File: src/rtl/scp_pkg.sv
`default_nettype none
package scp_pkg;

	localparam int unsigned COORD_W     = 32;
	localparam int unsigned DIFF_W      = 33;
	localparam int unsigned KC_W        = 33;
	localparam int unsigned MUL_W       = 34;
	localparam int unsigned ACC_W       = 64;
	localparam int unsigned CRMAG_W     = 62;
	localparam int unsigned SUM_W       = 34;
	localparam int unsigned SHAMT_W     = 6;

	localparam int unsigned SQRT_RAD_W  = 64;
	localparam int unsigned SQRT_ROOT_W = 32;
	localparam int unsigned SQRT_CNT_W  = 5;

	localparam int unsigned DIV_NUM_W   = 96;
	localparam int unsigned DIV_DEN_W   = 63;
	localparam int unsigned DIV_QUO_W   = 34;
	localparam int unsigned DIV_CNT_W   = 7;

	// 10 + (left shifts) - (right shifts)
	localparam logic [SHAMT_W-1:0] SHAMT_INIT = 6'd10;
	// ceil(2^34 / 3), exact for magnitudes below 2^33
	localparam logic [MUL_W-1:0]   RECIP3     = 34'h155555556;
	localparam logic [DIV_QUO_W-1:0] POS_LIM  = 34'h07FFFFFFF;
	localparam logic [DIV_QUO_W-1:0] NEG_LIM  = 34'h080000000;

	typedef enum logic [4:0] {
		ST_IDLE,
		ST_DIFF,
		ST_NORM,
		ST_FIX,
		ST_SQ1,
		ST_SQ2,
		ST_SQ_GO,
		ST_SQ_WAIT,
		ST_CR1,
		ST_CR2,
		ST_CR3,
		ST_AB,
		ST_Q1_GO,
		ST_Q1_WAIT,
		ST_Q2_GO,
		ST_Q2_WAIT,
		ST_CALC,
		ST_EMUL,
		ST_EPUT
	} state_t;

	typedef enum logic [1:0] {
		SIDE_A,
		SIDE_B,
		SIDE_C
	} side_t;

endpackage
`default_nettype wire

File: src/rtl/scp_div.sv
`default_nettype none
module scp_div import scp_pkg::*; (
	input  wire logic                 clk,
	input  wire logic                 arst_n,
	input  wire logic                 start,
	input  wire logic [DIV_NUM_W-1:0] num,
	input  wire logic [DIV_DEN_W-1:0] den,
	output logic      [DIV_QUO_W-1:0] quo,
	output logic                      ovf,
	output logic                      done
);

	logic                 busy_q;
	logic                 done_q;
	logic [DIV_CNT_W-1:0] cnt_q;
	logic [DIV_NUM_W-1:0] num_q;
	logic [DIV_DEN_W-1:0] den_q;
	logic [DIV_DEN_W-1:0] rem_q;
	logic [DIV_QUO_W-1:0] quo_q;
	logic                 ovf_q;
	logic [DIV_DEN_W:0]   r2;
	logic                 ge;

	assign r2 = {rem_q, num_q[DIV_NUM_W-1]};
	assign ge = (r2 >= {1'b0, den_q});

	always_ff @(posedge clk or negedge arst_n) begin
		if (!arst_n) begin
			busy_q <= 1'b0;
			done_q <= 1'b0;
			cnt_q  <= '0;
		end else begin
			done_q <= 1'b0;
			if (start) begin
				busy_q <= 1'b1;
				cnt_q  <= DIV_CNT_W'(DIV_NUM_W - 1);
			end else if (busy_q) begin
				if (cnt_q == '0) begin
					busy_q <= 1'b0;
					done_q <= 1'b1;
				end else begin
					cnt_q <= cnt_q - 1'b1;
				end
			end
		end
	end

	// quotient bits falling off the top of the window only mark overflow
	always_ff @(posedge clk) begin
		if (start) begin
			num_q <= num;
			den_q <= den;
			rem_q <= '0;
			quo_q <= '0;
			ovf_q <= 1'b0;
		end else if (busy_q) begin
			num_q <= num_q << 1;
			rem_q <= ge ? DIV_DEN_W'(r2 - {1'b0, den_q}) : r2[DIV_DEN_W-1:0];
			quo_q <= {quo_q[DIV_QUO_W-2:0], ge};
			ovf_q <= ovf_q | quo_q[DIV_QUO_W-1];
		end
	end

	assign quo  = quo_q;
	assign ovf  = ovf_q;
	assign done = done_q;

endmodule
`default_nettype wire

File: config.mk
export PLATFORM = sky130hd
export DESIGN_NAME = scp_div
export DESIGN_NICKNAME = d
export VERILOG_FILES = /design/src/rtl/scp_pkg.sv /design/src/rtl/scp_div.sv
export SDC_FILE = /design/constraint.sdc
export NUM_CORES = 1
export LEC_CHECK = 0
export BUFFER_PORTS_ARGS = -buffer_cell sky130_fd_sc_hd__buf_4
export CORE_ASPECT_RATIO = 1.4
export CORE_MARGIN = 5
export CORE_UTILIZATION = 60
export DETAILED_ROUTE_END_ITERATION = 10
export PLACE_DENSITY = 0.83
export SLEW_MARGIN = 30
export SYNTH_ARGS = -nofsm -noshare
export SYNTH_HDL_FRONTEND = slang
export SYNTH_SLANG_ARGS = --single-unit
File: constraint.sdc
create_clock -name clk -period 4.5 [get_ports clk]
set_clock_uncertainty 0.05 [all_clocks]
set_input_delay 0.45 -clock clk [delete_from_list [all_inputs] [get_ports clk]]
set_output_delay 0.45 -clock clk [all_outputs]
set_load 0.03 [all_outputs]
* Word-level counts from Yosys, hierarchy flattened
Cells that the tools add are included.
** Storage, ports and cells
- Register bits :: 266
- Bits of input ports :: 162
- Word-level logic and storage cells :: 28
** Cells by class
- Add/sub/neg operators :: 2
- Order comparisons :: 1
- Eq/ne operators :: 1
- Multiplexer cells :: 12
- Bitwise operators :: 1
- Reductions and logical operators :: 3
** Operator list (number)
- $mux W96 :: 2
- $ge A64 B63 Y1 :: 1
- $mux W63 :: 1
- $sub A63 B63 Y63 :: 1
- $mux W7 :: 3
- $logic_not A7 Y1 :: 1
- $sub A7 B1 Y7 const B :: 1
- $mux W1 :: 6
- $ne A2 B2 Y1 const B :: 1
- $reduce_and A2 Y1 :: 1
- $reduce_bool A2 Y1 :: 1
- $or A1 B1 Y1 :: 1

* Logic depth before layout (Yosys ltp)
Gate-level depths: netlist of run 1.
- Word-level depth :: 4
- Mapped depth :: 15

* Worst setup path before layout of run 1
OpenSTA, ideal clock, no wires.
- Path type :: flip-flop to flip-flop
- From :: register num_q[95]
- To :: register rem_q[58]
- Data arrival time :: 2.884 ns
- Slack :: 1.462 ns
- Cell stages (with the launch flop) :: 14
- Buffers on the path :: 0
- Clock period less this slack :: 3.038 ns
- Cell sequence :: edfxtp_1 > inv_1 > ha_1 > fa_1 > nand2b_1 > a21oi_1 > o2111a_1 > o31a_1 > o21ai_2 > o31ai_2 > and4_1 > mux2i_1 > nor2_1 > a2111oi_2
** On the way
- Longest elaborated chain between the ends :: 2
- Elaborated cells between the ends (all ways) :: 3
- Those cells by class :: 1 x add/sub; 1 x order compare; 1 x mux
** Ends and longest elaborated chain
- start: declaration :: line scp_div.sv:16 : logic [DIV_NUM_W-1:0] num_q;
- start signal: assignment :: line scp_div.sv:51 : num_q <= num;
- start signal: assignment :: line scp_div.sv:57 : num_q <= num_q << 1;
- $sub A63 B63 Y63 / $ge A64 B63 Y1 (equally long branches) :: line scp_div.sv:58, scp_div.sv:25
- $mux W63 * :: line scp_div.sv:58 : rem_q <= ge ? DIV_DEN_W'(r2 - {1'b0, den_q}) : r2[DIV_DEN_W-1:0];
- end signal: assignment :: line scp_div.sv:58
- end: declaration :: line scp_div.sv:18 : logic [DIV_DEN_W-1:0] rem_q;
Every way passes the cells marked *; elsewhere a longest branch is shown, timed or not.
A chain may end at the register's enable or synchronous reset.

* Worst setup path in the final report of run 1
- From :: register num_q[95]
- To :: register rem_q[54]
The elaborated chain is that of the path after synthesis.

==> metrics.md, run 1 <==
| Metric | Value |
|---|---|
| Clock share of power | `41.2%` |
| Num CTS Buffers | `26` |
| Port Buffers | `197` |
| Nets@finish | `1809` |
| Setup bufs post-CTS | `0` |
| YS warnings | `0` |
| Syn Area/Cell | `10.22 um^2` |
| Worst Setup End Kind | `flop` |
| Clock Path Buffers | `3` |
| CTS clock-pin slew for the worst setup and hold paths | `0.06 ns` |
| M1 GR Usage | `27.16%` |
| GP Congestion | `0.9629` |
| Final ANT Viol Nets | `0` |
| Number of max-cap violations | `0` |
| Multi-input logic area | `6920 um^2` |
| Number of diodes | `0` |
| Hold path start | `den[8]` |
| Status | `finished clean` |
| Starting Density | `60.71%` |
| Clk_lat worst skew | `0.54 ns` |
| Most Crowded Layer GR | `met2` |
| H-tree levels | `1` |
| Core box area | `23890 um^2` |
| Power, Total | `5.610 mW` |
| Hold Vio Cnt, Final | `0` |
| Asr flop ratio synth | `3.383%` |
| Final setup TNS | `0 ns` |
| Req. time, crit path | `4.87 ns` |
| Synth Cell Area | `14510 um^2` |
| Dpl hpwl | `24.65 mm` |
| Via count of the first global-routing pass | `11490` |
| Max VDD drop | `0.4935 mV` |
| Max-slew violation count | `0` |
| WHS | `0.03804 ns` |
| Crit path launch | `num_q[95]$_DFFE_PP_` |
| Top_reg_cell synth | `edfxtp_1` |
| Setup-failing EPs final | `0` |
| Die Area | `27430 um^2` |
| Placed instance count | `1862` |
| Seq cells post-synth | `266` |
| Reg2reg setup slack | `0.73 ns` |
| Die W | `141.4 um` |
| Number of DRC markers in iteration 0 | `625` |
| # DRC | `0` |
| Gate Count Post-Synth | `1419` |
| Worst r2r src | `num_q[95]$_DFFE_PP_` |
| Congestion Overflow GR | `0` |
| Lkg Pwr | `7.461 nW` |
| CTS Sinks | `266` |
| DRT Wirelength | `33.84 mm` |
| Area Growth Syn to Fin | `17.80%` |
| Number of top-level pins | `198` |
| First-pass DRT Iterations | `5` |
| Wire per inst | `17.71 um` |
| CP max FO | `13` |
| Vias per cell | `5.895` |
| Sw Pwr | `1.231 mW` |
| Post-synth EDFFs | `159` |
| Initial antenna violation count | `0` |
| Power share of the sequential group | `49.5%` |
| Critical path arrival | `4.15 ns` |
| Power Internal | `4.379 mW` |
| Post-Syn Nets | `1647` |
| GR Util All Layers | `24.04%` |
| Die Ht | `194.0 um` |
| FF/Latch Area | `6965 um^2` |
| Sequential fraction of the synthesis area | `47.99%` |
| Synth cell types | `75` |
| First-pass GRT wire length | `55.30 mm` |
| Min Tclk post-route | `3.772 ns` |
| Maximum number of pins on one net before global-route repair | `137` |
| Logic pwr share | `9.3%` |
| FMAX | `265.1 MHz` |
| Via count | `11270` |
| Share of cells above drive strength 1 | `22.36%` |
| Switching Share | `21.94%` |
| Tightest Pin Transition | `1.005 ns` |
| CP Launch Type | `flop` |
| Met3 GRT Util | `5.675%` |
| Final Cycle Share | `83.82%` |
| Fin cells | `1911` |
| PD cells | `328.3 nW/um^2` |
| Met2 usage | `42.87%` |
| Filler cells | `1798` |
| Crit path kind | `reg2reg` |
| FP Rows | `67` |
| Root Buffer | `clkbuf_16` |
| CTS tree | `yes` |
| Class of the worst hold path | `in2reg` |
| RSZ-0062 raised after global routing | `false` |
| Worst slew margin | `32.97%` |
-- path summary, 6_finish.rpt --
kind | depth (start not counted) | to
max | 12 | rem_q[54]$_SDFFE_PP0P_
min | 1 | den_q[8]$_DFFE_PP_
max in group asynchronous | 2 | busy_q$_DFF_PN0_
min in group asynchronous | 2 | cnt_q[2]$_DFFE_PN0P_
min reg2reg | 2 | ovf$_SDFFE_PP0P_
max reg2reg | 12 | rem_q[54]$_SDFFE_PP0P_
-- cell usage in the layout (no fill, tap or decap), types with 15 or more instances in the layout --
master	netlist	layout
a21o_1	25	25
inv_1	88	88
nor2b_1	15	15
nand4_1	20	20
nor3_1	16	16
buf_4	4	203
nand2_1	73	73
dfxtp_1	98	98
o21bai_1	20	20
mux2_2	95	95
nand2b_1	18	18
o21ai_0	49	49
xor2_1	27	27
a31oi_1	16	16
ha_1	65	65
clkbuf_16	0	28
a21oi_1	127	127
a211oi_1	48	48
edfxtp_1	159	159
nand3_1	15	15
xnor2_1	27	27
nor2_1	160	160
mux2i_1	52	52
-- cell type report --
cell class	instances	area share (%)
sequential	266	40.76
multi-input combinational	993	40.50
timing repair buffer	206	9.182
clock buffer	33	4.269
tap	310	2.270
inverter	88	1.933
clock inverter	15	1.084
-- synth_stat cells (14+ instances only) --
cell type,instances,area [um^2]
a211oi_1,48,360.4
a21o_1,25,187.7
a21oi_1,127,635.6
a31oi_1,16,100.1
buf_2,14,70.07
clkbuf_1,50,187.7
dfxtp_1,98,1962
edfxtp_1,159,4775
ha_1,65,813.3
inv_1,88,330.3
mux2_2,95,1070
mux2i_1,52,520.5
nand2_1,73,274.0
nand2b_1,18,112.6
nand3_1,15,75.07
nand4_1,20,125.1
nor2_1,160,600.6
nor2b_1,15,93.84
nor3_1,16,80.08
o21ai_0,49,245.2
o21bai_1,20,150.1
xnor2_1,27,236.5
xor2_1,27,236.5
-- critical path: stages, from the launching register on --
cell	delay (ns)
edfxtp_1	0.36
inv_1	0.06
ha_1	0.22
fa_1	0.41
nand2b_1	0.18
a21oi_1	0.29
o2111a_1	0.31
o311ai_2	0.13
a31oi_1	0.30
o22ai_4	0.20
or2_1	0.47
a221o_1	0.35
o32ai_1	0.33
-- power by group through the flow --
stage / sequential, mW / combinational, mW / clock (mW)
floorplan: 2.81 / 0.328 / 0
global placement: 2.83 / 0.503 / 0
detailed placement: 2.83 / 0.517 / 0
CTS: 2.78 / 0.521 / 2.36
global route: 2.79 / 0.576 / 2.47
finish: 2.78 / 0.521 / 2.31
-- state kept, by name, summed over array words and instances, names as in the netlist --
register  flops
ovf           1
cnt_q         7
quo          34
rem_q        63
num_q        96
done          1
busy_q        1
den_q        63
-- timing repair --
item                                    4_1_cts  5_1_grt
gates resized for setup                       0        0
hold buffers                                  1        0
endpoints found under the setup margin        0        0
hold endpoints to repair                      9        0
-- cell families after synthesis --
kind of cell | Yosys count | synth area share (%)
xor+xnor | 54 | 3.261
buf+inv | 160 | 4.365
mux | 147 | 10.96
compound gates | 363 | 16.08
flops | 266 | 47.99
simple gates | 363 | 11.59
fa+ha+maj | 66 | 5.745
-- metrics by stage --
| stage | setup WS [ns] | area [um^2] | utilization [%] |
|---|---|---|---|
| final | 0.7280 | 17090 | 71.52 |
| after global routing | 0.4783 | 17090 | 71.52 |
| after CTS | 0.7706 | 17090 | 71.52 |
| after detailed placement | 0.8103 | 16160 | 67.65 |
| after global placement | 0.9090 | 16160 | 67.65 |
| after floorplan | 1.462 | 14510 | - |
-- metal layers --
metal	share of wire, %	up-vias
met4	5.0	0
met3	6.7	129
li1	-	5516
met5	0	-
met1	37	5255
met2	51	365
Note: power is estimated with default switching activity, not from simulation.
==> inputs of run 2 (changes only) <==
- CORE_UTILIZATION: 60 -> 58
- PLACE_DENSITY: 0.83 -> 0.8
- clock period: 4.5 -> 3.5 ns (I/O delays scaled with it)
==> metrics.md, run 2 (synthesis gave the netlist of run 1 again) <==
| Metric | Value |
|---|---|
| Congestion Overflow GR | `0` |
| CTS Sinks | `266` |
| First-pass DRT Iterations | `6` |
| Cell mode on critical path | `buf_4` |
| Filler cells | `1780` |
| GR Util All Layers | `24.44%` |
| Crit path launch | `den_q[7]$_DFFE_PP_` |
| Lkg Pwr | `7.868 nW` |
| Slowest CP cell | `ha_1` |
| Setup-failing EPs final | `0` |
| Critical path endpoint | `rem_q[60]$_SDFFE_PP0P_` |
| Die Area | `28320 um^2` |
| Worst Setup End Kind | `flop` |
| Die W | `143.7 um` |
| Largest register FFs | `96` |
| Multi-input logic area | `6945 um^2` |
| Wire per inst | `17.96 um` |
| Num CTS Buffers | `27` |
| Reg-to-Reg End | `rem_q[60]$_SDFFE_PP0P_` |
| FP Rows | `68` |
| Clock Path Buffers | `3` |
| GP Congestion | `0.9491` |
| Clk_lat worst skew | `0.56 ns` |
| Final setup TNS | `0 ns` |
| Maximum number of pins on one net before global-route repair | `97` |
| CP max stage delay | `0.36 ns` |
| CP Launch Type | `flop` |
| Number of top-level pins | `198` |
| CP max FO | `6` |
| Via count of the first global-routing pass | `11820` |
| Req. time, crit path | `3.90 ns` |
| Most frequent cells in the layout | `buf_4 (229), nor2_1 (160), edfxtp_1 (159), a21oi_1 (126), dfxtp_1 (98)` |
| DRT Wirelength | `36.14 mm` |
| Starting Density | `58.79%` |
| Final ANT Viol Nets | `0` |
| Number of max-cap violations | `0` |
| Cell Chain, Critical Path | `inv_1 -> ha_1 -> a21o_1 -> or3_1 -> o2111a_2 -> o311ai_4 -> a31oi_2 -> o22ai_4 -> buf_4 -> nand2b_1 -> buf_4 -> nor4_1 -> a311oi_1` |
| Area Growth Syn to Fin | `24.10%` |
| H-tree levels | `1` |
| Worst slew margin | `39.06%` |
| WHS | `0.03495 ns` |
| Critical path arrival | `3.81 ns` |
| Initial antenna violation count | `0` |
| Vias per cell | `5.744` |
| Hold Vio Cnt, Final | `0` |
| Commonest non-fill, non-tap cell in the layout | `buf_4` |
| First-pass GRT wire length | `57.01 mm` |
| Final Cycle Share | `97.27%` |
| CP bufs+invs | `3` |
| Number of diodes | `0` |
| Status | `finished clean` |
| Min Tclk post-route | `3.404 ns` |
| CTS tree | `yes` |
| R2R cell count | `13` |
| Largest register by flop count | `num_q` |
| Crit-path leading delay family | `compound AO/OA/AOI/OAI gates` |
| Root Buffer | `clkbuf_16` |
| Die Ht | `197.1 um` |
| FF/Latch Area | `6965 um^2` |
| Max VDD drop | `0.4395 mV` |
| WP depth | `13` |
| Biggest regs | `num_q: 96 flops, den_q: 63 flops, rem_q: 63 flops` |
| Reg2reg setup slack | `0.1 ns` |
| # DRC | `0` |
| Tightest Pin Transition | `0.9140 ns` |
| Crit path kind | `reg2reg` |
| CTS clock-pin slew for the worst setup and hold paths | `0.07 ns` |
| Hold path start | `num[0]` |
| Dpl hpwl | `24.54 mm` |
| PD cells | `402.0 nW/um^2` |
| FMAX | `293.7 MHz` |
| Number of DRC markers in iteration 0 | `710` |
| Class of the worst hold path | `in2reg` |
| Port Buffers | `197` |
| Share of cells above drive strength 1 | `22.92%` |
| Core box area | `24670 um^2` |
| Max-slew violation count | `0` |
| Worst r2r src | `den_q[7]$_DFFE_PP_` |
| Nets@finish | `1904` |
| Via count | `11560` |
run 2: worst min path at each step:
| stage | slack [ns] | to | cells after the start |
|---|---|---|---|
| after floorplan | 0.004 | busy_q$_DFF_PN0_ | 0 |
| after global placement | 0.13 | done$_DFF_PN0_ | 1 |
| after detailed placement | 0.13 | busy_q$_DFF_PN0_ | 1 |
| after CTS | 0.01 | num_q[0]$_SDFFCE_PN0P_ | 2 |
| after global routing | 0.02 | num_q[0]$_SDFFCE_PN0P_ | 2 |
| final | 0.03 | num_q[0]$_SDFFCE_PN0P_ | 2 |
run 2: layout make-up:
| cell class | instances | share of cell area [%] |
|---|---|---|
| clock inverters | 12 | 0.8480 |
| flip-flops and latches | 266 | 38.69 |
| multi-input cells | 993 | 38.58 |
| repair buffers | 300 | 13.81 |
| well taps | 315 | 2.189 |
| inverters | 88 | 1.835 |
| clock buffers | 38 | 4.038 |
run 2: worst register-to-register path, cell delays in order, from the launching register on:
cell      delay (ns)
edfxtp_1        0.32
inv_1           0.04
ha_1            0.36
a21o_1          0.22
or3_1           0.33
o2111a_2        0.31
o311ai_4        0.31
a31oi_2         0.16
o22ai_4         0.28
buf_4           0.20
nand2b_1        0.18
buf_4           0.15
nor4_1          0.05
a311oi_1        0.31
run 2: routing by layer:
metal / part of all wire, % / global-route usage [%] / vias up
li1: - / - / 5687
met1: 39 / 28.16 / 5439
met2: 52 / 44.46 / 331
met3: 6.0 / 5.159 / 99
met4: 3.7 / 8.583 / 0
met5: 0 / 0 / -
run 2: power by group:
part	leakage (nW)	internal (mW)	switching [mW]
combinational	4.93	0.392	0.354
clock	0.425	1.68	1.23
sequential	2.52	3.52	0.0574
run 2: what timing repair did:
| item | in CTS | in global routing |
|---|---|---|
| hold buffers | 64 | 0 |
| endpoints found under the hold margin | 72 | 0 |
| setup endpoints to repair | 0 | 48 |
| buffers inserted | 0 | 5 |
| gates resized for setup | 0 | 11 |
run 2: through the flow:
stage | util [%] | setup WS, ns | power (mW) | area [um^2] | std cells
finish | 72.96 | 0.09563 | 7.236 | 18000 | 2012
global route | 72.96 | -0.01431 | 7.503 | 18000 | 2012
CTS | 72.58 | 0.06520 | 7.273 | 17910 | 2005
detailed placement | 66.41 | 0.1039 | 4.311 | 16390 | 1891
global placement | 66.41 | 0.1871 | 4.288 | 16390 | 1891
floorplan | - | 0.4621 | 4.037 | 14510 | 1419
==> inputs of run 3 (changes only) <==
- CELL_PAD_IN_SITES_DETAIL_PLACEMENT: unset -> 2
- CELL_PAD_IN_SITES_GLOBAL_PLACEMENT: unset -> 2
- CORE_UTILIZATION: 58 -> 37
- PLACE_DENSITY: 0.8 -> unset
- PLACE_DENSITY_LB_ADDON: unset -> 0.15
==> metrics.md, run 3 (synthesis gave the netlist of run 1 again) <==
| Metric | Value |
|---|---|
| PD cells | `409.0 nW/um^2` |
| Via count of the first global-routing pass | `14150` |
| Biggest regs | `num_q: 96 flops, den_q: 63 flops, rem_q: 63 flops` |
| Maximum number of pins on one net before global-route repair | `130` |
| First-pass GRT wire length | `78.86 mm` |
| Worst slew margin | `45.80%` |
| Crit path launch | `den_q[7]$_DFFE_PP_` |
| Num CTS Buffers | `30` |
| Placed instance count | `2111` |
| CP max FO | `6` |
| # DRC | `0` |
| Logic pwr share | `11.2%` |
| Clock share of power | `42.9%` |
| Crit path kind | `reg2reg` |
| Die W | `177.3 um` |
| Largest register FFs | `96` |
| Worst Setup End Kind | `flop` |
| Number of DRC markers in iteration 0 | `437` |
| Lkg Pwr | `8.250 nW` |
| WHS | `0.02188 ns` |
| Share of cells above drive strength 1 | `23.46%` |
| FP Rows | `85` |
| Power Internal | `5.916 mW` |
| Max-slew violation count | `0` |
| Class of the worst hold path | `in2reg` |
| Initial antenna violation count | `3` |
| RSZ-0062 raised after global routing | `true` |
| Wire per inst | `22.05 um` |
| Core box area | `38610 um^2` |
| DRT Wirelength | `50.58 mm` |
| Area Growth Syn to Fin | `31.98%` |
| Final Cycle Share | `96.39%` |
| Hold path start | `num[73]` |
| R2R cell count | `12` |
| Number of top-level pins | `198` |
| Number of max-cap violations | `0` |
| Filler cells | `3991` |
| Die Ht | `244.3 um` |
| Clock Path Buffers | `3` |
| Congestion Overflow GR | `0` |
| H-tree levels | `1` |
| Status | `finished clean` |
| Req. time, crit path | `3.94 ns` |
| Final ANT Viol Nets | `0` |
| CTS tree | `yes` |
| CP Launch Type | `flop` |
| Crit path setup slack, layout | `0.1263 ns` |
| Dpl hpwl | `32.54 mm` |
| Tightest Pin Transition | `0.8131 ns` |
| CTS Sinks | `266` |
| Root Buffer | `clkbuf_16` |
| DP Worst Slack | `-0.02583 ns` |
| First-pass DRT Iterations | `4` |
| Port Buffers | `197` |
| Vias per cell | `5.314` |
| Sw Pwr | `1.914 mW` |
| Power share of the sequential group | `45.9%` |
| Nets@finish | `1973` |
| Die Area | `43320 um^2` |
| FMAX | `296.4 MHz` |
| Max VDD drop | `0.3039 mV` |
| Switching Share | `24.44%` |
| GP Congestion | `0.8074` |
| GR Util All Layers | `22.73%` |
| Largest register by flop count | `num_q` |
| Fin cells | `2294` |
| Critical path arrival | `3.81 ns` |
| CTS clock-pin slew for the worst setup and hold paths | `0.06 ns` |
| Clk_lat worst skew | `0.58 ns` |
| Hold Path Depth | `2` |
| Hold Vio Cnt, Final | `0` |
| Setup-failing EPs final | `0` |
| Most frequent cells in the layout | `buf_4 (236), nor2_1 (160), edfxtp_1 (159), a21oi_1 (126), dlygate4sd3_1 (120)` |
| Via count | `12190` |
| Starting Density | `37.57%` |
| Min Tclk post-route | `3.374 ns` |
| Commonest non-fill, non-tap cell in the layout | `buf_4` |
| Worst r2r src | `den_q[7]$_DFFE_PP_` |
-- run 3: cell types whose count changed in the layout (fill, tap and decap cells not counted), sizes merged, moves of 2 or more --
cell	delta
dlygate4sd3	+56
buf	+9
clkinv	+6
clkbuf	-5
diode	+3
bufinv	+2
clkinvlp	+2
-- run 3: metrics by stage --
step / util (%) / setup TNS [ns] / total power, mW / instance area, um^2
3_3_place_gp: 43.40 / 0 / 4.334 / 16760
6_report: 49.59 / 0 / 7.829 / 19140
5_1_grt: 49.59 / -0.1815 / 8.139 / 19140
3_5_place_dp: 43.40 / -0.02583 / 4.373 / 16760
2_1_floorplan: - / 0 / 4.037 / 14510
4_1_cts: 49.18 / 0 / 7.862 / 18990
-- run 3: worst paths after layout --
path	endpoint	slack [ns]
worst max-delay path	rem_q[56]$_SDFFE_PP0P_	0.13
worst min-delay path	num_q[73]$_DFFE_PP_	0.02
worst max register to register	rem_q[56]$_SDFFE_PP0P_	0.13
worst min register to register	rem_q[31]$_SDFFE_PP0P_	0.46
max in group asynchronous	busy_q$_DFF_PN0_	3.16
min in group asynchronous	cnt_q[2]$_DFFE_PN0P_	0.08
-- run 3: area by class of cell --
type                    count  area, um^2  share of cell area [%]
diodes                      3       7.507                 0.03921
clock buffers              33       762.0                   3.980
clock inverters            23       264.0                   1.379
inverters                  88       330.3                   1.725
multi-input cells         994        7027                   36.70
flip-flops and latches    266        6965                   36.38
well taps                 522       653.1                   3.412
repair buffers            365        3136                   16.38
-- run 3: repair_timing --
item	CTS	global route
gates resized for setup	1	19
setup endpoints to repair	1	57
pin swaps	0	9
gates cloned	0	2
setup buffers	0	2
hold endpoints to repair	128	0
hold buffers	120	0
-- run 3: power groups by stage --
stage / registers, mW / clock network (mW) / logic, mW
floorplan: 3.62 / 0 / 0.422
global placement: 3.63 / 0 / 0.699
detailed placement: 3.64 / 0 / 0.730
CTS: 3.58 / 3.43 / 0.850
global route: 3.61 / 3.58 / 0.955
finish: 3.59 / 3.36 / 0.874
-- run 3: critical path, stage by stage, from the launching register on --
cell and delay (ns):
edfxtp_1 0.37, inv_1 0.07, ha_2 0.30, a21o_1 0.21
or3_1 0.35, o2111a_2 0.30, o311ai_4 0.34, and2_2 0.29
o21ai_2 0.12, a211o_1 0.32, xnor2_1 0.18, mux2i_1 0.11
a211oi_1 0.26
-- run 3: layer usage --
layer / part of all wire [%] / track usage, %
met1: 39 / 25.17
met5: 0 / 0
met4: 1.9 / 5.099
met3: 3.8 / 4.156
met2: 55 / 44.45
