==> config.mk <==
export PLATFORM = sky130hd
export DESIGN_NAME = scp_sqrt
export DESIGN_NICKNAME = d
export VERILOG_FILES = /design/src/rtl/scp_pkg.sv /design/src/rtl/scp_sqrt.sv
export SDC_FILE = /design/constraint.sdc
export NUM_CORES = 1
export LEC_CHECK = 0
export ABC_AREA = 1
export BUFFER_PORTS_ARGS = -buffer_cell sky130_fd_sc_hd__buf_2
export CORE_ASPECT_RATIO = 0.7
export CORE_MARGIN = 5
export CORE_UTILIZATION = 35
export CTS_CLUSTER_DIAMETER = 30
export DETAILED_ROUTE_END_ITERATION = 10
export PLACE_DENSITY = 0.53
export SLEW_MARGIN = 20
export SYNTH_ARGS = -nofsm -noshare
export SYNTH_HDL_FRONTEND = slang
export SYNTH_SLANG_ARGS = --single-unit
==> constraint.sdc <==
create_clock -name clk -period 5.9 [get_ports clk]
set_input_delay 1.18 -clock clk [delete_from_list [all_inputs] [get_ports clk]]
set_output_delay 1.18 -clock clk [all_outputs]
set_load 0.05 [all_outputs]
==> src/rtl/scp_pkg.sv <==
`default_nettype none
package scp_pkg;

	localparam int unsigned COORD_W     = 32;
	localparam int unsigned DIFF_W      = 33;
	localparam int unsigned KC_W        = 33;
	localparam int unsigned MUL_W       = 34;
	localparam int unsigned ACC_W       = 64;
	localparam int unsigned CRMAG_W     = 62;
	localparam int unsigned SUM_W       = 34;
	localparam int unsigned SHAMT_W     = 6;

	localparam int unsigned SQRT_RAD_W  = 64;
	localparam int unsigned SQRT_ROOT_W = 32;
	localparam int unsigned SQRT_CNT_W  = 5;

	localparam int unsigned DIV_NUM_W   = 96;
	localparam int unsigned DIV_DEN_W   = 63;
	localparam int unsigned DIV_QUO_W   = 34;
	localparam int unsigned DIV_CNT_W   = 7;

	// 10 + (left shifts) - (right shifts)
	localparam logic [SHAMT_W-1:0] SHAMT_INIT = 6'd10;
	// ceil(2^34 / 3), exact for magnitudes below 2^33
	localparam logic [MUL_W-1:0]   RECIP3     = 34'h155555556;
	localparam logic [DIV_QUO_W-1:0] POS_LIM  = 34'h07FFFFFFF;
	localparam logic [DIV_QUO_W-1:0] NEG_LIM  = 34'h080000000;

	typedef enum logic [4:0] {
		ST_IDLE,
		ST_DIFF,
		ST_NORM,
		ST_FIX,
		ST_SQ1,
		ST_SQ2,
		ST_SQ_GO,
		ST_SQ_WAIT,
		ST_CR1,
		ST_CR2,
		ST_CR3,
		ST_AB,
		ST_Q1_GO,
		ST_Q1_WAIT,
		ST_Q2_GO,
		ST_Q2_WAIT,
		ST_CALC,
		ST_EMUL,
		ST_EPUT
	} state_t;

	typedef enum logic [1:0] {
		SIDE_A,
		SIDE_B,
		SIDE_C
	} side_t;

endpackage
`default_nettype wire

==> src/rtl/scp_sqrt.sv <==
`default_nettype none
module scp_sqrt import scp_pkg::*; (
	input  wire logic                   clk,
	input  wire logic                   arst_n,
	input  wire logic                   start,
	input  wire logic [SQRT_RAD_W-1:0]  rad,
	output logic      [SQRT_ROOT_W-1:0] root,
	output logic                        done
);

	logic                   busy_q;
	logic                   done_q;
	logic [SQRT_CNT_W-1:0]  cnt_q;
	logic [SQRT_RAD_W-1:0]  rad_q;
	logic [SQRT_ROOT_W:0]   rem_q;
	logic [SQRT_ROOT_W-1:0] root_q;
	logic [SQRT_ROOT_W+2:0] r4;
	logic [SQRT_ROOT_W+2:0] trial;
	logic                   ge;

	assign r4    = {rem_q, rad_q[SQRT_RAD_W-1 -: 2]};
	assign trial = {1'b0, root_q, 2'b01};
	assign ge    = (r4 >= trial);

	always_ff @(posedge clk or negedge arst_n) begin
		if (!arst_n) begin
			busy_q <= 1'b0;
			done_q <= 1'b0;
			cnt_q  <= '0;
		end else begin
			done_q <= 1'b0;
			if (start) begin
				busy_q <= 1'b1;
				cnt_q  <= SQRT_CNT_W'(SQRT_ROOT_W - 1);
			end else if (busy_q) begin
				if (cnt_q == '0) begin
					busy_q <= 1'b0;
					done_q <= 1'b1;
				end else begin
					cnt_q <= cnt_q - 1'b1;
				end
			end
		end
	end

	always_ff @(posedge clk) begin
		if (start) begin
			rad_q  <= rad;
			rem_q  <= '0;
			root_q <= '0;
		end else if (busy_q) begin
			rad_q  <= rad_q << 2;
			rem_q  <= ge ? (SQRT_ROOT_W+1)'(r4 - trial) : r4[SQRT_ROOT_W:0];
			root_q <= {root_q[SQRT_ROOT_W-2:0], ge};
		end
	end

	assign root = root_q;
	assign done = done_q;

endmodule
`default_nettype wire

# Yosys cells after proc, flatten, opt, wreduce, memory -nomap -nowiden
# Cells that the tools add are included.
# totals
reg_bits	136
input_bits	67
out_inout_bits	33
elab_cells	25
# op_classes
add_sub_neg	2
magnitude_cmp	1
n_eq_ne	1
muxes	12
reduce_logical	3
# ops
op	n
64-bit two-way mux	2
35-bit by 34-bit greater-or-equal comparator with 1-bit output	1
33-bit two-way mux	1
33-bit subtractor	1
5-bit two-way mux	3
1-bit two-way mux	6
5-bit logical NOT	1
5-bit by 1-bit subtractor with 5-bit output (second input constant)	1
2-bit != test (second input constant)	1
2-bit AND reduction	1
2-bit nonzero test	1

# Logic depth before layout (Yosys ltp)
# Gate-level depths: netlist (run 1).
# depth
ltp_word	4
mapped_depth	17

# Least setup slack after synthesis (run 1)
# OpenSTA, ideal clock, no wires.
# synth_path
path_kind	input port to flip-flop
start	in start
end	reg rad_q[0], enable pin
setup_ns	0.453
t_arrival_ns	3.498
setup_slack_ns	1.948
stages	4
path_buffers	2
path_cell_list	buf_2 -> nor2_1 -> inv_1 -> buf_1
# synth_between
elab_chain_cells	1
# synth_lines
element	line	text
start: declaration	scp_sqrt.sv:5	input wire logic start,
2-bit nonzero test (no line)	n/a	
end signal: assignment	scp_sqrt.sv:48	rad_q <= rad;
end signal: assignment	scp_sqrt.sv:52	rad_q <= rad_q << 2;
end: declaration	scp_sqrt.sv:14	logic [SQRT_RAD_W-1:0] rad_q;
# No other way between the ends.
# A chain may end at the register's enable or synchronous reset.

# Final worst setup path (run 1)
# layout_path
start	reg root_q[20] (netlist: root[20])
end	reg rem_q[27]
# layout_between
elab_chain_cells	2
word_cells_on_any_way	3
classes_between	add/sub: 1; order compare: 1; mux: 1
# layout_lines
element	line	text
start: declaration	scp_sqrt.sv:16	logic [SQRT_ROOT_W-1:0] root_q;
start signal: assignment	scp_sqrt.sv:54	root_q <= {root_q[SQRT_ROOT_W-2:0], ge};
33-bit subtractor or 35-bit by 34-bit greater-or-equal comparator with 1-bit output (tied branches)	scp_sqrt.sv:53, scp_sqrt.sv:23	
33-bit two-way mux *	scp_sqrt.sv:53	rem_q <= ge ? (SQRT_ROOT_W+1)'(r4 - trial) : r4[SQRT_ROOT_W:0];
end signal: assignment	scp_sqrt.sv:53	
end: declaration	scp_sqrt.sv:15	logic [SQRT_ROOT_W:0] rem_q;
# Mark *: on every way between the ends. The rest lies on a longest branch, timed or not.

==> impl_results.md, run 1 <==
- Status: finished clean
- Relative slew slack: 55.4%
- Fraction of registers with async set/reset: 5.15%
- DR vias/cell: 4.62
- Power Density: 523 nW/um^2
- Chip width: 192 um
- Final count of negative-setup-slack endpoints: 0
- Routability cong.: 0.911
- Max H-tree Level: 4
- Register bit total from synthesis: 136
- Cell family with most CP delay: simple AND/OR/NAND/NOR gates
- Synth top area cells: nand2_1 (25%), edfxtp_1 (24%), dfxtp_1 (16%), inv_1 (6.6%), ha_1 (5.6%)
- R2R Path Start: root[20]
- Cell chosen for the clock root: clkbuf_16
- Startpoint Class: register
- Total CTS buffers: 17
- Core area: 22700 um^2
- Cell Rows: 46
- Crit path buf inv count: 1
- Wirelength per Cell: 14.1 um
- Drt first pass iters: 4
- Path depth of the worst reg2reg path: 14
- Post-synth top area cell: nand2_1
- Worst setup EP type: register
- Highest Clock Rate: 359 MHz
- Peak supply drop: 0.295 mV
- Dpl hpwl: 16.5 mm
- Hold EP: rem_q[20]
- Skew-Pair Late Insertion Delay: 430 ps
- Sequential share of the synthesized area: 41.9%
- Hold buffer count at CTS: 0
- Measured slew at the worst slew-check pin: 669 ps
- Final net count: 1360
- Clock sink total: 136
- Hold/Removal Path Class: register to register
- Drt initial violations: 487
- Antenna Diode Count: 0
- Design area: 9470 um^2
- Pin count of the biggest net entering global routing: 67
- R2R setup slack: 3120 ps
- Die area: 26400 um^2
- EDFF count, synth: 64
- Setup TNS Final: 0 ps
- DRC: 0
- Crit share post-route: 47.2%
- Synth warnings: 0
- Mapped Avg Cell Area: 6.95 um^2
- Cell area after synthesis: 8110 um^2
- Via count of the first global-routing pass: 6785
- Post-CTS Resized: 0
- RSZ-0062 raised after global routing: no
- Crit path top cell by count: nand2_1
- Max_cap viols: 0
- Initial Util: 35.7%
- Hold Fails Final Rpt: 0
- Synth cell count leaders: nand2_1 (545), inv_1 (142), nand3_1 (75)
- HP Start: rem_q[20]
- I/O pin count: 100
- I/O Buffers: 99
- CP Cell Sequence: inv_1 > ha_1 > a21oi_1 > nand2_1 > nand2_1 > nand2_1 > nand2_1 > nand2_2 > nor2_8 > nand2_8 > nand2_2 > nand2_1 > nand2_1 > nand2_1
- Tmin final: 2780 ps
- Most instantiated library cell after synthesis: nand2_1
- GRT Total Usage: 17.2%
- Post-synth top flop: dfxtp_1
- First-pass GRT wire length: 35.9 mm
- Post-Synthesis Net Count: 1269
- Die H: 137 um
- Synth cell types: 38
- CTS tree: yes
- Slowest cell delay on critical path: 400 ps
- Crit path kind: register to register
- Number of antenna violations at the first check in global routing: 0
- CTS max path bufs: 2
- Worst path slowest cell: nor2_8
- Crit path DAT: 3090 ps
- Overall routed net length: 22.3 mm
- Area share of the largest cell type after synthesis: 25.2%
- Post-route ant nets: 0
- Via count: 7311
- Reg-to-Reg End: rem_q[27]
- Clock skew: 14.7 ps
- Fraction of final layout cells sized beyond drive strength 1: 13.5%
- CP Max Fanout: 35
- Placed Area: 8890 um^2
- Grt ovf: 0
- Area Growth Syn to Fin: 16.8%
- Pins Over Slew Limit: 0
- CTS clock-pin slew for the worst setup and hold paths: 60 ps
- Cell count after synthesis: 1166
- Post-CTS Setup Bufs: 0
- Data required time of the worst path: 6210 ps
- # fillers: 2404
- Leakage: 5.00 nW
- Hold path cells: 2
-- worst max-delay path by stage --
stage | cells after the start | endpoint | slack [ps] | startpoint
after floorplan | 4 | rad_q[0] | 1950 | start
after global placement | 5 | rad_q[33] | 2700 | start
after detailed placement | 5 | rad_q[33] | 2690 | start
after CTS | 14 | rem_q[27] | 3130 | root[20]
after global routing | 14 | rem_q[27] | 2790 | root[20]
final | 14 | rem_q[27] | 3120 | root[20]
-- through the flow --
stage	worst slack (ps)	total power, mW	util [%]	cells	hold WS (ps)
final	3120	4.95	41.7	1582	472
after global routing	2790	5.39	41.7	1582	493
after CTS	3130	4.95	41.7	1582	466
after detailed placement	2690	3.86	39.1	1550	456
after global placement	2700	3.86	39.1	1550	453
after floorplan	1950	3.24	-	1166	430
-- worst reg2reg max path, stage by stage, from the launching register on --
cell and delay, ps:
dfxtp_1 330, inv_1 70, ha_1 360, a21oi_1 380, nand2_1 110, nand2_1 70, nand2_1 80, nand2_1 80
nand2_2 90, nor2_8 410, nand2_8 260, nand2_2 250, nand2_1 80, nand2_1 70, nand2_1 50
-- sequential cells by signal, summed over array words and instances, names as in the netlist --
name and count:
cnt_q 5, rem_q 33, rad_q 64, busy_q 1, done 1, root 32
-- where the power goes --
part	internal [mW]	switching [mW]	leakage (nW)	total, mW
registers	1.14	0.0893	1.31	1.23
logic	0.852	1.80	3.42	2.65
clock network	0.596	0.469	0.269	1.06
-- placed cells by master (no fill, tap or decap), types with 7 or more instances in the layout --
cell type / instances
edfxtp_1: 64
nand3b_1: 9
nor2_1: 52
nand3_1: 75
nand4_1: 9
ha_1: 36
o22ai_1: 31
dfrtp_1: 7
o21ai_0: 7
a21oi_1: 24
nor2_2: 8
nand2_1: 545
inv_6: 7
inv_1: 141
xor2_1: 15
clkbuf_16: 17
buf_2: 99
inv_2: 10
dfxtp_1: 65
-- cells by family after synthesis --
kind of cell / after synthesis / synth area share (%)
adders and majority gates: 36 / 5.55
AOI/OAI and AO/OA: 71 / 5.12
and+or+nand+nor: 723 / 36.8
DFF: 136 / 41.9
buffers and inverters: 185 / 8.98
xor gates and xnor gates: 15 / 1.62
-- final cells by class --
cell class | count | area [um^2] | share of cell area [%]
clock inverters | 15 | 156 | 1.65
multi-input cells | 845 | 3990 | 42.1
flip-flops and latches | 136 | 3400 | 35.9
repair buffers | 105 | 541 | 5.71
clock buffers | 17 | 425 | 4.49
inverters | 152 | 573 | 6.05
well taps | 312 | 390 | 4.12
-- metal layers --
layer / global-route usage [%] / part of all wire (%) / vias to the layer above
met5: 0 / 0 / -
met1: 28.5 / 57 / 3311
met2: 22.7 / 38 / 143
met4: 3.67 / 0.65 / 0
li1: - / - / 3846
met3: 2.96 / 4.6 / 11
No activity file was read; power rests on OpenSTA's default activity.
==> inputs of run 2 (changes only) <==
PLACE_DENSITY = 0.55   (was 0.53)
clock period = 2.3 ns   (was 5.9 ns; I/O delays follow)
==> impl_results.md, run 2 (synthesis gave the netlist of run 1 again) <==
- Data required time of the worst path: 2630 ps (was 6210 ps)
- Via count: 7501 (was 7311)
- Dpl hpwl: 17.9 mm (was 16.5 mm)
- CTS max path bufs: 2 (unchanged)
- Wirelength per Cell: 14.5 um (was 14.1 um)
- I/O pin count: 100 (unchanged)
- CP Cell Sequence: inv_1 > ha_2 > nand2_1 > inv_2 > nand2_2 > nor2_2 > nand4_1 > nand3_2 > nand2_4 > nand2_8 > nand3_1 > nand3_1 > nand2_1 (was inv_1 > ha_1 > a21oi_1 > nand2_1 > nand2_1 > nand2_1 > nand2_1 > nand2_2 > nor2_8 > nand2_8 > nand2_2 > nand2_1 > nand2_1 > nand2_1)
- CTS clock-pin slew for the worst setup and hold paths: 60 ps (about the same)
- Area Growth Syn to Fin: 26.3% (was 16.8%)
- Inst Count DP: 1588 (was 1550)
- Peak supply drop: 0.739 mV (was 0.295 mV)
- Core area: 22700 um^2 (unchanged)
- Total CTS buffers: 17 (unchanged)
- RSZ-0062 raised after global routing: yes (was no)
- Initial Util: 35.7% (unchanged)
- Hold Fails Final Rpt: 0 (unchanged)
- Number of antenna violations at the first check in global routing: 0 (unchanged)
- Routability cong.: 0.948 (was 0.911)
- Cell Rows: 46 (unchanged)
- Hold/Removal Path Class: input port to register (was register to register)
- Startpoint Class: register (unchanged)
- Overall routed net length: 23.6 mm (was 22.3 mm)
- Crit path kind: register to register (unchanged)
- Post-route insts no fill: 1621 (was 1582)
- Final count of negative-setup-slack endpoints: 0 (unchanged)
- Max reg flops: 64 (unchanged)
- DR vias/cell: 4.63 (was 4.62)
- Fraction of final layout cells sized beyond drive strength 1: 20.1% (was 13.5%)
- Final worst slack: 137 ps (was 3120 ps)
- Post-route ant nets: 0 (unchanged)
- Drt initial violations: 567 (was 487)
- Tmin final: 2160 ps (was 2780 ps)
- Largest register by flop count: rad_q (unchanged)
- Max_cap viols: 0 (unchanged)
- Pins Over Slew Limit: 0 (unchanged)
- Crit path DAT: 2490 ps (was 3090 ps)
- Relative slew slack: 55.7% (was 55.4%)
- First-pass GRT wire length: 37.3 mm (was 35.9 mm)
- Most frequent cells in the layout: nand2_1 (539), inv_1 (139), buf_2 (99), nand3_1 (74), edfxtp_1 (64) (was nand2_1 (545), inv_1 (141), buf_2 (99), nand3_1 (75), dfxtp_1 (65))
- Slowest cell delay on critical path: 370 ps (was 400 ps)
- Post-place setup slack: -60.6 ps (was 2690 ps)
- Drt first pass iters: 5 (was 4)
- I/O Buffers: 99 (unchanged)
- CP Max Fanout: 11 (was 35)
- Worst path slowest cell: ha_2 (was nor2_8)
- Pin count of the biggest net entering global routing: 65 (was 67)
- DRC: 0 (unchanged)
- Cell chosen for the clock root: clkbuf_16 (unchanged)
- Power Density: 1370 nW/um^2 (was 523 nW/um^2)
- Via count of the first global-routing pass: 7160 (was 6785)
- Worst setup EP type: register (unchanged)
- Finished Core Util: 45.0% (was 41.7%)
- Die area: 26400 um^2 (unchanged)
- Skew-Pair Late Insertion Delay: 440 ps (was 430 ps)
- GRT Total Usage: 18.1% (was 17.2%)
- Leakage: 5.29 nW (was 5.00 nW)
- Die H: 137 um (unchanged)
- Highest Clock Rate: 462 MHz (was 359 MHz)
- Final net count: 1399 (was 1360)
- Clock sink total: 136 (unchanged)
- Chip width: 192 um (unchanged)
- Crit share post-route: 94.0% (was 47.2%)
- Status: finished clean (unchanged)
- CTS tree: yes (unchanged)
- Post-CTS Setup Bufs: 0 (unchanged)
- Max H-tree Level: 4 (unchanged)
- Clock skew: 16.5 ps (was 14.7 ps)
- Most common cell after layout, fill and taps aside: nand2_1 (unchanged)
- Measured slew at the worst slew-check pin: 665 ps (was 669 ps)
- Grt ovf: 0 (unchanged)
- Antenna Diode Count: 0 (unchanged)
==> run 2: cell count changes in the layout (fill, tap and decap cells not counted), sizes merged <==
| cell | before | now |
|---|---|---|
| clkbuf | 17 | 18 |
| dlygate4sd3 | 0 | 1 |
| clkinvlp | 5 | 2 |
| clkinv | 1 | 5 |
| buf | 105 | 143 |
| bufinv | 1 | 5 |
| inv | 160 | 154 |
==> run 2: where the power goes <==
part | switching, mW | total [mW] | internal [mW]
registers | 0.274 | 3.20 | 2.93
clock network | 1.15 | 3.08 | 1.93
logic | 4.90 | 7.76 | 2.86
==> run 2: metrics by stage <==
step                      setup TNS, ps  hold slack, ps  cell area, um^2  power [mW]
after floorplan                       0             164             8120        8.31
after global placement            -28.0             317             9250        10.4
after detailed placement          -92.1             311             9250        10.5
after CTS                             0             254             9910        13.6
after global routing              -35.6             271            10200        15.2
final                                 0             274            10200        14.0
==> run 2: worst paths after layout <==
path                            from         to  slack [ps]  depth (start not counted)
max                         root[14]  rem_q[20]         140                         13
min                           rad[1]   rad_q[1]         270                          3
max reg2reg                 root[14]  rem_q[20]         140                         13
min reg2reg                rem_q[31]  rem_q[31]         460                          2
max in group asynchronous     arst_n     busy_q        1750                          2
min in group asynchronous     arst_n   cnt_q[4]         380                          2
==> run 2: timing repair <==
item                       4_1_cts  5_1_grt
gates resized for setup          1       58
hold buffers                     1        0
setup endpoints to repair        8       34
hold endpoints to repair         7        0
pin swaps                        0        3
==> run 2: cell type report <==
class	count	area (um^2)
timing repair buffer	144	915
clock buffer	18	429
multi-input combinational	845	4300
tap	312	390
fill	2355	12500
sequential	136	3410
clock inverter	14	220
inverter	152	573
==> run 2: worst max-delay path, delay by kind of cell, from the launching register on <==
| family | cells | cell delay [ps] |
|---|---|---|
| DFF | 1 | 320 |
| adders and majority gates | 1 | 370 |
| and+or+nand+nor | 10 | 1230 |
| buffers and inverters | 2 | 130 |
==> run 2: per-layer routing <==
metal  routed length [um]  vias to the layer above  track usage (%)
met5                    0                        -                0
met4                  236                        0             4.90
met3                 1230                       15             4.15
met2                 9110                      144             24.1
met1                13000                     3408             28.7
li1                     -                     3934                -
==> inputs of run 3 (changes only) <==
CELL_PAD_IN_SITES_DETAIL_PLACEMENT = 1   (was not set)
CELL_PAD_IN_SITES_GLOBAL_PLACEMENT = 1   (was not set)
PLACE_DENSITY = 0.71   (was 0.55)
==> impl_results.md, run 3 (synthesis gave the netlist of run 1 again) <==
- Most frequent cells in the layout: nand2_1 (536), inv_1 (137), buf_2 (99), nand3_1 (73), edfxtp_1 (64) (was nand2_1 (539), inv_1 (139), buf_2 (99), nand3_1 (74), edfxtp_1 (64))
- Hold Fails Final Rpt: 0 (unchanged)
- Relative slew slack: 57.3% (was 55.7%)
- Initial Util: 35.7% (unchanged)
- Overall routed net length: 26.5 mm (was 23.6 mm)
- Leakage: 5.30 nW (was 5.29 nW)
- Most common cell after layout, fill and taps aside: nand2_1 (unchanged)
- CTS tree: yes (unchanged)
- Clock sink total: 136 (unchanged)
- Routability cong.: 0.888 (was 0.948)
- Hold Slack: 293 ps (was 274 ps)
- Data required time of the worst path: 2630 ps (about the same)
- CTS clock-pin slew for the worst setup and hold paths: 60 ps (about the same)
- Peak supply drop: 0.745 mV (was 0.739 mV)
- Dpl hpwl: 20.1 mm (was 17.9 mm)
- Sw Ratio: 46.5% (was 45.0%)
- CTS max path bufs: 2 (unchanged)
- Core area: 22700 um^2 (unchanged)
- Clock power share: 18.1% (was 21.9%)
- Pins Over Slew Limit: 0 (unchanged)
- Crit path top cell by count: nand2_1
- First-pass GRT wire length: 41.1 mm (was 37.3 mm)
- Cell chosen for the clock root: clkbuf_16 (unchanged)
- Number of antenna violations at the first check in global routing: 0 (unchanged)
- Grt ovf: 0 (unchanged)
- Finished Core Util: 45.6% (was 45.0%)
- I/O Buffers: 99 (unchanged)
- Drt initial violations: 404 (was 567)
- Max H-tree Level: 4 (unchanged)
- CP Cell Sequence: inv_1 > ha_4 > a21oi_1 > buf_4 > nand2_1 > nand2_2 > nand2_2 > nand2_1 > nand2_2 > nor2_8 > nand2_8 > buf_12 > nand2_1 > nand2_1 > nand2_1 > nand2_1 (was inv_1 > ha_2 > nand2_1 > inv_2 > nand2_2 > nor2_2 > nand4_1 > nand3_2 > nand2_4 > nand2_8 > nand3_1 > nand3_1 > nand2_1)
- Post-route ant nets: 0 (unchanged)
- Die H: 137 um (unchanged)
- Area Growth Syn to Fin: 27.8% (was 26.3%)
- Antenna Diode Count: 0 (unchanged)
- Sequential share of power: 22.7% (was 22.8%)
- Pin count of the biggest net entering global routing: 64 (was 65)
- Inst Count DP: 1593 (was 1588)
- Slowest cell delay on critical path: 320 ps (was 370 ps)
- Tmin final: 2190 ps (was 2160 ps)
- HP Start: rad[61] (was rad[1])
- Crit path kind: register to register (unchanged)
- Clock skew: 11.1 ps (was 16.5 ps)
- Wirelength per Cell: 16.3 um (was 14.5 um)
- Hold/Removal Path Class: input port to register (unchanged)
- GRT Total Usage: 19.8% (was 18.1%)
- Startpoint Class: register (unchanged)
- Max reg flops: 64 (unchanged)
- R2R Path Start: root[20] (was root[14])
- Setup TNS Final: 0 ps (unchanged)
- Die area: 26400 um^2 (unchanged)
- Power Density: 1380 nW/um^2 (was 1370 nW/um^2)
- Drt first pass iters: 5 (unchanged)
- Chip width: 192 um (unchanged)
- Total CTS buffers: 17 (unchanged)
- Origin of the worst setup path: root[20] (was root[14])
- Final count of negative-setup-slack endpoints: 0 (unchanged)
- Worst setup EP type: register (unchanged)
- I/O pin count: 100 (unchanged)
- Cell Rows: 46 (unchanged)
- Crit path DAT: 2520 ps (was 2490 ps)
- Crit share post-route: 95.3% (was 94.0%)
- RSZ-0062 raised after global routing: yes (unchanged)
- DR vias/cell: 4.75 (was 4.63)
- # fillers: 2872 (was 2355)
- Via count: 7741 (was 7501)
- CP Max Fanout: 10 (was 11)
- Power, Total: 14.3 mW (was 14.0 mW)
- Max_cap viols: 0 (unchanged)
- Largest register by flop count: rad_q (unchanged)
- Highest Clock Rate: 456 MHz (was 462 MHz)
- Skew-Pair Late Insertion Delay: 440 ps (about the same)
- Via count of the first global-routing pass: 7773 (was 7160)
- Post-route insts no fill: 1629 (was 1621)
- Status: finished clean (unchanged)
- Combinational power share: 59.2% (was 55.3%)
- Fraction of final layout cells sized beyond drive strength 1: 21.0% (was 20.1%)
- DRC: 0 (unchanged)
- Final net count: 1408 (was 1399)
- Net switching power: 6.63 mW (was 6.32 mW)
- Worst path slowest cell: dfxtp_2 (was ha_2)
- Measured slew at the worst slew-check pin: 640 ps (was 665 ps)
- Int Power: 7.63 mW (was 7.72 mW)
==> run 3: changes by cell type in the layout (fill, tap and decap cells not counted), sizes merged <==
| cell | change |
|---|---|
| nand2 | +1 |
| bufinv | -4 |
| clkinvlp | +1 |
| inv | -1 |
| clkinv | +2 |
| buf | +7 |
| clkbuf | +2 |
==> run 3: through the flow <==
stage | instance area (um^2) | setup WS, ps
after global routing | 10400 | -25.4
after CTS | 9860 | 10.8
final | 10400 | 108
after global placement | 9310 | -23.0
after floorplan | 8120 | 0.862
after detailed placement | 9310 | -45.6
==> run 3: path summary, 6_finish.rpt <==
| path | end | slack [ps] | depth (start not counted) |
|---|---|---|---|
| max in group asynchronous | cnt_q[4] | 1740 | 2 |
| hold / removal | rad_q[61] | 290 | 3 |
| setup reg to reg | rem_q[1] | 110 | 16 |
| hold reg to reg | rem_q[20] | 490 | 2 |
| min in group asynchronous | done | 390 | 2 |
| setup / recovery | rem_q[1] | 110 | 16 |
==> run 3: what timing repair did <==
item                                    in CTS  in global routing
buffers inserted                             0                  2
pin swaps                                    0                  9
endpoints found under the setup margin      12                 34
hold endpoints to repair                     7                  0
resized for setup                            2                 67
hold buffers                                 1                  0
gates cloned                                 0                  2
==> run 3: power by group through the flow <==
stage          sequential, mW  combinational, mW  clock, mW
2_1_floorplan            3.19               5.12          0
3_3_place_gp             3.19               7.50          0
3_5_place_dp             3.20               7.63          0
4_1_cts                  3.16               7.71       2.63
5_1_grt                  3.28               9.39       2.71
6_report                 3.23               8.45       2.58
==> run 3: cell type report <==
type	instances	area [um^2]	share of cell area [%]
Clock buffer	19	433	4.18
Clock inverter	12	105	1.01
Inverter	152	573	5.53
Multi-Input combinational cell	846	4440	42.9
Sequential cell	136	3410	32.9
Tap cell	312	390	3.77
Timing Repair Buffer	152	1010	9.73
==> run 3: worst max-delay path, delay by kind of cell, from the launching register on <==
family | cells | cell delay [ps]
AND/OR/NAND/NOR | 11 | 960
buffers and inverters | 3 | 420
AO/OA/AOI/OAI | 1 | 140
flip-flops | 1 | 320
adder cells (fa/ha/maj) | 1 | 230
==> run 3: layer usage <==
metal | wire length (um) | GRT usage [%] | vias up
met5 | 0 | 0 | -
li1 | - | - | 3944
met3 | 905 | 3.60 | 19
met1 | 14400 | 30.4 | 3677
met2 | 11000 | 28.6 | 101
met4 | 233 | 4.70 | 0
